**src/rtl/vfpr_pkg.sv**
```systemverilog
// Package with shared types and constants for the virtual file pattern reader.
`timescale 1ns / 1ps

package vfpr_pkg;

  localparam int MAX_RESULTS = 64;
  localparam int WORD_BYTES = 8;

  localparam logic [1:0] REG_FILE_SIZE   = 2'd0;
  localparam logic [1:0] REG_RANDOM_MODE = 2'd1;
  localparam logic [1:0] REG_INODE_SEED  = 2'd2;

  localparam logic [63:0] LCG_MUL = 64'd6364136223846793005;
  localparam logic [63:0] LCG_INC = 64'd1442695040888963407;
  localparam int TOP_SHIFT = 56;

  typedef struct packed {
    logic load;
    logic clip;
    logic mul;
    logic add;
    logic zero_word;
  } vfpr_cmd_t;

  typedef struct packed {
    logic n_zero;
    logic random;
    logic rem_le1;
    logic rem_le8;
  } vfpr_status_t;

endpackage

```
**src/rtl/vfpr_ctrl.sv**
```systemverilog
// Controller state machine that sequences clipping, generator steps and word output.
`timescale 1ns / 1ps

module vfpr_ctrl
  import vfpr_pkg::*;
(
  input  logic         clk,
  input  logic         rst,
  input  logic         start,
  output logic         busy,
  output vfpr_cmd_t    cmd,
  input  vfpr_status_t status
);

  typedef enum logic [4:0] {
    ST_IDLE = 5'b00001,
    ST_CLIP = 5'b00010,
    ST_MUL  = 5'b00100,
    ST_ADD  = 5'b01000,
    ST_ZERO = 5'b10000
  } state_t;

  state_t state;
  state_t state_next;

  always_ff @(posedge clk) begin
    if (rst) begin
      state <= ST_IDLE;
    end else begin
      state <= state_next;
    end
  end

  always_comb begin
    state_next = state;
    cmd = '0;
    unique case (state)
      ST_IDLE: begin
        if (start) begin
          cmd.load = 1'b1;
          state_next = ST_CLIP;
        end
      end
      ST_CLIP: begin
        cmd.clip = 1'b1;
        if (status.n_zero) begin
          state_next = ST_IDLE;
        end else if (status.random) begin
          state_next = ST_MUL;
        end else begin
          state_next = ST_ZERO;
        end
      end
      ST_MUL: begin
        cmd.mul = 1'b1;
        state_next = ST_ADD;
      end
      ST_ADD: begin
        cmd.add = 1'b1;
        state_next = status.rem_le1 ? ST_IDLE : ST_MUL;
      end
      ST_ZERO: begin
        cmd.zero_word = 1'b1;
        if (status.rem_le8) begin
          state_next = ST_IDLE;
        end
      end
      default: begin
        state_next = ST_IDLE;
      end
    endcase
  end

  assign busy = (state != ST_IDLE);

endmodule

```
**src/rtl/vfpr_datapath.sv**
```systemverilog
// Datapath with configuration registers, length clipping, the LCG and word assembly.
`timescale 1ns / 1ps

module vfpr_datapath
  import vfpr_pkg::*;
#(
  parameter int MAX_REQUEST_BYTES = 512,
  parameter int OFFSET_BITS = 48
) (
  input  logic         clk,
  input  logic         rst,
  input  logic         cfg_write,
  input  logic [1:0]   cfg_index,
  input  logic [63:0]  cfg_data,
  input  logic [47:0]  read_offset,
  input  logic [9:0]   read_length,
  input  vfpr_cmd_t    cmd,
  output vfpr_status_t status,
  output logic         result_valid,
  output logic [63:0]  data_word,
  output logic [3:0]   byte_count,
  output logic         last_word,
  output logic [9:0]   returned_length
);

  localparam int CAP_INT = (MAX_REQUEST_BYTES < MAX_RESULTS * WORD_BYTES) ?
                           MAX_REQUEST_BYTES : MAX_RESULTS * WORD_BYTES;
  localparam logic [9:0] LEN_CAP = 10'(CAP_INT);

  logic [47:0] file_size;
  logic        random_mode;
  logic [63:0] inode_seed;

  logic [47:0] off_q;
  logic [9:0]  len_q;
  logic [63:0] gen;
  logic [9:0]  remaining;
  logic [9:0]  total;
  logic [2:0]  lane;
  logic [63:0] word_acc;
  logic [63:0] p0;
  logic [31:0] p1;
  logic [31:0] p2;

  logic [47:0] off_masked;
  logic [9:0]  len_sat;
  logic [47:0] rem_file;
  logic        past_end;
  logic [9:0]  n_clip;
  logic [63:0] prod_lo;
  logic [63:0] prod_hl;
  logic [63:0] prod_lh;
  logic [63:0] s_new;
  logic [63:0] word_new;
  logic        word_full;
  logic [3:0]  zero_cnt;

  always_comb begin
    for (int i = 0; i < 48; i++) begin
      off_masked[i] = (i < OFFSET_BITS) ? read_offset[i] : 1'b0;
    end
  end

  assign len_sat  = (read_length > LEN_CAP) ? LEN_CAP : read_length;
  assign past_end = (off_q >= file_size);
  assign rem_file = file_size - off_q;
  assign n_clip   = past_end ? 10'd0 :
                    (({38'd0, len_q} < rem_file) ? len_q : rem_file[9:0]);

  assign prod_lo  = gen[31:0] * LCG_MUL[31:0];
  assign prod_hl  = gen[63:32] * LCG_MUL[31:0];
  assign prod_lh  = gen[31:0] * LCG_MUL[63:32];
  assign s_new    = p0 + {p1 + p2, 32'd0} + LCG_INC;
  assign word_new = word_acc | ({56'd0, s_new[63:TOP_SHIFT]} << {lane, 3'b000});
  assign word_full = (lane == 3'd7) || (remaining == 10'd1);
  assign zero_cnt = (remaining < 10'd8) ? remaining[3:0] : 4'd8;

  assign status.n_zero  = (n_clip == 10'd0);
  assign status.random  = random_mode;
  assign status.rem_le1 = (remaining <= 10'd1);
  assign status.rem_le8 = (remaining <= 10'd8);

  always_ff @(posedge clk) begin
    if (rst) begin
      file_size   <= '0;
      random_mode <= 1'b0;
      inode_seed  <= '0;
    end else if (cfg_write) begin
      unique case (cfg_index)
        REG_FILE_SIZE:   file_size <= cfg_data[47:0];
        REG_RANDOM_MODE: random_mode <= cfg_data[0];
        REG_INODE_SEED:  inode_seed <= cfg_data;
        default: begin
        end
      endcase
    end
  end

  always_ff @(posedge clk) begin
    if (rst) begin
      result_valid <= 1'b0;
    end else begin
      result_valid <= (cmd.clip && (n_clip == 10'd0)) || (cmd.add && word_full) ||
                      cmd.zero_word;
    end
  end

  always_ff @(posedge clk) begin
    if (cmd.load) begin
      off_q <= off_masked;
      len_q <= len_sat;
      gen   <= {16'd0, off_masked} ^ inode_seed;
    end
    if (cmd.clip) begin
      remaining <= n_clip;
      total     <= n_clip;
      lane      <= 3'd0;
      word_acc  <= '0;
      if (n_clip == 10'd0) begin
        data_word       <= '0;
        byte_count      <= 4'd0;
        last_word       <= 1'b1;
        returned_length <= 10'd0;
      end
    end
    if (cmd.mul) begin
      p0 <= prod_lo;
      p1 <= prod_hl[31:0];
      p2 <= prod_lh[31:0];
    end
    if (cmd.add) begin
      gen       <= s_new;
      remaining <= remaining - 10'd1;
      if (word_full) begin
        word_acc        <= '0;
        lane            <= 3'd0;
        data_word       <= word_new;
        byte_count      <= {1'b0, lane} + 4'd1;
        last_word       <= (remaining == 10'd1);
        returned_length <= total;
      end else begin
        word_acc <= word_new;
        lane     <= lane + 3'd1;
      end
    end
    if (cmd.zero_word) begin
      remaining       <= remaining - {6'd0, zero_cnt};
      data_word       <= '0;
      byte_count      <= zero_cnt;
      last_word       <= (remaining <= 10'd8);
      returned_length <= total;
    end
  end

endmodule

```
**src/rtl/virtual_file_pattern_reader_top.sv**
```systemverilog
// Top level of the virtual file pattern reader: controller plus datapath.
// The clip step runs in the cycle after start; an empty read strobes its word, registered
// from the clip step. Random mode spends a multiply step and an add step per byte on the
// three-multiplier LCG, packing up to eight bytes per word. Zero mode strobes one word per
// cycle. The receiver cannot stall; busy drops with the final word. Synchronous reset
// clears the configuration registers, the state and strobe.
`timescale 1ns / 1ps

module virtual_file_pattern_reader_top
  import vfpr_pkg::*;
#(
  parameter int MAX_REQUEST_BYTES = 512,
  parameter int OFFSET_BITS = 48
) (
  input  logic        clk,
  input  logic        rst,
  input  logic        cfg_write,
  input  logic [1:0]  cfg_index,
  input  logic [63:0] cfg_data,
  input  logic        start,
  output logic        busy,
  input  logic [47:0] read_offset,
  input  logic [9:0]  read_length,
  output logic        result_valid,
  output logic [63:0] data_word,
  output logic [3:0]  byte_count,
  output logic        last_word,
  output logic [9:0]  returned_length
);

  vfpr_cmd_t    cmd;
  vfpr_status_t status;

  vfpr_ctrl u_ctrl (
    .clk    (clk),
    .rst    (rst),
    .start  (start),
    .busy   (busy),
    .cmd    (cmd),
    .status (status)
  );

  vfpr_datapath #(
    .MAX_REQUEST_BYTES (MAX_REQUEST_BYTES),
    .OFFSET_BITS       (OFFSET_BITS)
  ) u_datapath (
    .clk             (clk),
    .rst             (rst),
    .cfg_write       (cfg_write),
    .cfg_index       (cfg_index),
    .cfg_data        (cfg_data),
    .read_offset     (read_offset),
    .read_length     (read_length),
    .cmd             (cmd),
    .status          (status),
    .result_valid    (result_valid),
    .data_word       (data_word),
    .byte_count      (byte_count),
    .last_word       (last_word),
    .returned_length (returned_length)
  );

endmodule
```
**config.mk**
```make
export PLATFORM = sky130hd
export DESIGN_NAME = virtual_file_pattern_reader_top
export DESIGN_NICKNAME = d
export VERILOG_FILES = /design/src/rtl/vfpr_pkg.sv /design/src/rtl/vfpr_ctrl.sv /design/src/rtl/vfpr_datapath.sv /design/src/rtl/virtual_file_pattern_reader_top.sv
export SDC_FILE = /design/constraint.sdc
export NUM_CORES = 2
export LEC_CHECK = 0
export BUFFER_PORTS_ARGS = -buffer_cell sky130_fd_sc_hd__buf_4
export CAP_MARGIN = 20
export CORE_MARGIN = 2
export CORE_UTILIZATION = 36
export DETAILED_ROUTE_END_ITERATION = 10
export HOLD_SLACK_MARGIN = 0.15
export MAX_ROUTING_LAYER = met4
export PLACE_DENSITY = 0.5
export SYNTH_ARGS = -nofsm -noshare
export SYNTH_HDL_FRONTEND = slang
export SYNTH_SLANG_ARGS = --single-unit
```
**constraint.sdc**
```tcl
create_clock -name clk -period 9.1 [get_ports clk]
set_input_delay 0.91 -clock clk [delete_from_list [all_inputs] [get_ports clk]]
set_output_delay 0.91 -clock clk [all_outputs]
set_load 0.05 [all_outputs]
```
After elaboration in Yosys (flattened, before gate mapping). Cells that the tools add are included.

Flip-flop bits (word level): 534. Memory bits (writable): 0. Latch bits: 0. Input port bits: 128. Word-level logic and storage cells: 110. ROM bits: 0. Output and inout port bits: 81. Memories kept: 0.

Mux-type cells: 45. Reduce and logical (&&, ||, !) cells: 14. Bitwise logic cells: 2. $add $sub $neg: 8. Shift-type cells: 1. Magnitude comparators: 6. $mul: 3. Equal/unequal tests: 12. Div/mod/pow operators: 0.

Operators by type and width (number): $mux W64 (9); $mux W10 (10); $add A63 B64 Y64 (1); $add A64 B61 Y64 const B (1); $mul A32 B31 Y32 const B (2); $or A64 B64 Y64 (1); $shl A8 B6 Y64 (1); $xor A48 B64 Y64 (1); $mul A32 B31 Y63 const B (1); $ge A48 B48 Y1 (1); $lt A10 B48 Y1 (1); $sub A48 B48 Y48 (1); $add A32 B32 Y32 (1); $pmux W5 S5 (1); $mux W4 (6); $mux W5 (4); $mux W3 (4); $mux W1 (11); $eq A10 B1 Y1 const B (1); $gt A10 B10 Y1 const B (1); $le A10 B1 Y1 const B (1); $le A10 B4 Y1 const B (1); $logic_not A10 Y1 (1); $lt A10 B4 Y1 const B (1); 20 further kinds (28).

Depth between registers and ports, before layout.
Depth in word-level cells: 10. Mapped depth: 31. Depth with buffers taken out: 31.

By module. A second synthesis with hierarchy kept.

Cells, all modules: 6204. Area total of the unflattened synthesis: 61559.0 µm².

By module, submodules not included: vfpr_datapath (cells an instance 6167, times used 1, sequential area each 13713.2 µm², area an instance 61237.5 µm²); vfpr_ctrl (cells an instance 37, times used 1, sequential area each 100.1 µm², area an instance 321.6 µm²).

Least setup slack after synthesis. OpenSTA, ideal clock, no wires.

Path type: flip-flop to flip-flop. Start: register u_datapath.gen[11]. End: register u_datapath.p0[59], data pin. Clock period less this slack: 8.181 ns. Data required time: 8.842 ns. Slack: 0.919 ns. Stages on the path, launching flop included: 30. Setup time: 0.258 ns. Path buffers: 0. Data arrival time: 7.923 ns. Path through: edfxtp_1 > inv_1 > fa_1 > fa_1 > fa_1 > inv_1 > fa_1 > inv_1 > fa_1 > inv_1 > fa_1 > fa_1 > inv_1 > fa_1 > inv_1 > ha_1 > o21ai_0 > o21bai_1 > or4_1 > o221a_2 > o21ai_1 > a41o_1 > o21ai_1 > a211oi_1 > nor3_1 > a41o_1 > o41a_1 > a41oi_1 > nor2b_1 > xnor2_1.

Cells in the longest elaborated chain, start to end: 1.

RTL lines: start: declaration (line vfpr_datapath.sv:36) `logic [63:0] gen;`; start signal: assignment (line vfpr_datapath.sv:112) `gen <= {16'd0, off_masked} ^ inode_seed;`; start signal: assignment (line vfpr_datapath.sv:132) `gen <= s_new;`; $mul A32 B31 Y63 (line vfpr_datapath.sv:70) `assign prod_lo = gen[31:0] * LCG_MUL[31:0];`; net u_datapath.prod_lo[59] (line vfpr_datapath.sv:50) `logic [63:0] prod_lo;`; end signal: assignment (line vfpr_datapath.sv:127) `p0 <= prod_lo;`; end: declaration (line vfpr_datapath.sv:41) `logic [63:0] p0;`.

The timed path passes the listed nets, and every way through them passes these cells. A chain may end at the register's enable or synchronous reset.

Worst setup path after layout.
Start: register u_datapath.gen[15]. End: register u_datapath.p0[58], data pin.

The elaborated chain is that of the path after synthesis.

==> impl_metrics.json <==
{
  "max-cap-violations": 0,
  "tightest_slew_ps": 1170,
  "place_inst": 8548,
  "syn_inst": 6180,
  "wl_met1_microns": 95500,
  "netlist.area_leader.share": 0.265,
  "tns_ps": 0,
  "nFillCells": 16800,
  "rr_worst_depth": 29,
  "dieArea_sq_um": 174000,
  "finalSetupViolCount": 0,
  "clock_path_buffers": 3,
  "grt_start_max_net_pins": 77,
  "cpMaxStageDelayCell": "fa_1",
  "endpoint_kind": "flip-flop",
  "top_layer": "met4",
  "post-dp-hpwl_microns": 178000,
  "maxSlewViolCount": 0,
  "wl_met3_microns": 9200,
  "drive_gt1_frac": 0.0810,
  "synth-seq-cells": 526,
  "grt_setup_unrepaired": "no",
  "rr_endpoint": "u_datapath.p0[58]",
  "rows": 151,
  "synth-edff-count": 328,
  "post_drt_wl_per_cell_microns": 24.2,
  "hp-class": "in -> reg",
  "synth_seq_area_share": 0.225,
  "worstPathRequired_ps": 9520,
  "route.met2.wl_microns": 98400,
  "cp.arrival_ps": 9120,
  "cts-buffers-inserted": 66,
  "rrSetupSlack_ps": 400,
  "vias": 44200,
  "crit_path_max_incr_delay_ps": 590,
  "min_from": "read_offset[7]",
  "synth.avg_cell_area_sq_um": 9.95,
  "register_area_sq_um": 13800,
  "synth.net_count": 7987,
  "finalWirelength_microns": 210000,
  "ios": 209,
  "synthFlopType": "edfxtp_1",
  "fin_crit_ps": 8700,
  "first_pass_iters": 8,
  "slew-limit-headroom": 0.209,
  "grt_pass1_wl_microns": 309000,
  "skew_ps": 37.9,
  "hold_end": "u_datapath.off_q[7]",
  "grt_pass1_vias": 45800,
  "design.core.area_sq_um": 169000,
  "htreeDepth": 3,
  "layoutNonFillerInstCount": 8685,
  "clkSinkCount": 526,
  "pre_cts_ws_ps": 252,
  "layout_setup_ws_ps": 400,
  "netlist_area_sq_um": 61500,
  "drtIter0Drc": 3078,
  "cts_root_buffer": "clkbuf_16",
  "multi_input_area_sq_um": 42000,
  "die_h_microns": 417,
  "critPathKind": "reg -> reg",
  "max_freq_mhz": 115,
  "viasPerCell": 5.09,
  "start_kind": "flip-flop",
  "yosysWarnings": 0,
  "port_buffers": 208,
  "path_clk_slew_ps": 60,
  "whs_path_depth": 1,
  "place.gp.congestion": 1.00,
  "layout.nets": 8213,
  "ctsHoldBuffers": 0,
  "crit_path_frequent_cell": "fa_1",
  "drc": 0,
  "initial_core_util": 0.363,
  "ys_types": 91,
  "cts_tree": "built",
  "clock_latency_ps": 690,
  "gr-usage-all-layers": 0.250,
  "overflow": 0,
  "synthArstFlopShare": 0,
  "status": "finished clean",
  "critPathMaxFanout": 5,
  "ant_nets": 0,
  "hold_violations": 0,
  "fp.dieW_microns": 417,
  "final_util": 0.403,
  "antenna_found_initial": 14,
  "syn2layout_area_growth_pct": 11.0,
  "period_share": 0.956,
  "rr_startpoint": "u_datapath.gen[15]",
  "synth_top_cells_by_area": "fa_1 (26%), ha_1 (18%), edfxtp_1 (16%), inv_1 (8.5%), dfxtp_1 (6.4%)",
  "yosysTopAreaCell": "fa_1"
}
-- synthesized netlist by cell type (9+ instances only) --
cell      instances
inv_1          1384
ha_1            866
fa_1            813
nand2_1         476
a21oi_1         411
edfxtp_1        328
nor2_1          260
xnor2_1         207
dfxtp_1         198
o21ai_0         164
a21o_1          119
clkbuf_1        108
xor2_1          108
nor3_1           58
nand3_1          57
o32ai_2          39
o21a_1           38
o21bai_1         38
nor2b_1          35
nand2b_1         32
nand4_1          32
a31oi_1          31
a31o_2           28
o31ai_1          27
a211oi_1         24
and3_1           20
or3_1            17
nor3b_1          12
o211ai_1         12
o21ai_1          12
or2_2            12
a41oi_1          11
buf_2            11
nand3b_1         10
and4_1            9
buf_6             9
-- routing by layer --
| metal | track usage | vias up |
|---|---|---|
| met5 | - | - |
| met4 | 0.0774 | 0 |
| met3 | 0.0258 | 238 |
| met2 | 0.398 | 1035 |
| met1 | 0.335 | 22300 |
| li1 | - | 20600 |
-- cells in the final DEF (no fill, tap or decap), drive strengths merged, types with 44 or more instances in the layout --
master / netlist / routed
a21o: 119 / 119
a21oi: 413 / 413
buf: 27 / 293
clkbuf: 108 / 90
dfxtp: 198 / 198
edfxtp: 328 / 328
fa: 813 / 813
ha: 866 / 866
inv: 1384 / 1387
nand2: 477 / 477
nand3: 57 / 57
nor2: 261 / 261
nor3: 58 / 58
o21ai: 176 / 176
o32ai: 44 / 44
xnor2: 207 / 207
xor2: 108 / 108
-- worst max path at each step --
stage               slack (ps)  cells after the start          startpoint                 to
floorplan                  920                     29  u_datapath.gen[11]  u_datapath.p0[59]
global placement           280                     27  u_datapath.gen[16]  u_datapath.p0[59]
detailed placement         250                     27  u_datapath.gen[16]  u_datapath.p0[59]
CTS                        270                     27  u_datapath.gen[16]  u_datapath.p0[59]
global route                 4                     30  u_datapath.gen[15]  u_datapath.p0[59]
finish                     400                     29  u_datapath.gen[15]  u_datapath.p0[58]
-- worst max-delay path: cells and delay by family, from the launching register on --
family / cells / cell delay (ps)
adder cells (fa/ha/maj): 9 / 4240
AND/OR/NAND/NOR: 3 / 640
flip-flops: 1 / 480
AO/OA/AOI/OAI: 9 / 2400
buffers and inverters: 7 / 570
XOR/XNOR: 1 / 100
-- logic make-up after synthesis --
| family | Yosys count | synth area share |
|---|---|---|
| DFF | 526 | 0.225 |
| buffers and inverters | 1519 | 0.0943 |
| other | 1 | 0.0000610 |
| and+or+nand+nor | 1079 | 0.0804 |
| muxes | 7 | 0.00118 |
| AOI/OAI and AO/OA | 1054 | 0.113 |
| adders and majority gates | 1679 | 0.441 |
| xor gates and xnor gates | 315 | 0.0449 |
-- metrics by stage --
stage	hold slack, ps	area, sq um
floorplan	418	61500
global placement	435	65900
detailed placement	437	65900
CTS	375	68100
global route	401	68200
finish	421	68200
-- flip-flops by register name, indices dropped and copies added (netlist names) --
| signal | flops |
|---|---|
| u_datapath.off_q | 48 |
| u_datapath.p0 | 55 |
| u_datapath.lane | 3 |
| u_datapath.returned_length | 10 |
| u_ctrl.state | 5 |
| u_datapath.p1 | 32 |
| u_datapath.data_word | 64 |
| u_datapath.total | 10 |
| u_datapath.file_size | 48 |
| u_datapath.gen | 64 |
| u_datapath.random_mode | 1 |
| u_datapath.last_word | 1 |
| u_datapath.result_valid | 1 |
| u_datapath.remaining | 10 |
| u_datapath.p2 | 32 |
| u_datapath.byte_count | 4 |
| u_datapath.inode_seed | 64 |
| u_datapath.len_q | 10 |
| u_datapath.word_acc | 64 |
-- area by class of cell --
cell class	count	area share
clock buffer	90	0.0273
sequential	526	0.202
antenna	9	0.000330
timing repair buffer	293	0.0322
tap	2218	0.0407
inverter	1384	0.0762
clock inverter	30	0.00568
multi-input combinational	4135	0.615
-- timing repair --
item / in CTS / in global routing
setup endpoints to repair: 0 / 3
resized for setup: 0 / 3
setup buffers: 0 / 8
Power is not shown: default switching activity piles up to over one toggle a cycle in this logic, so the estimate is an artifact.
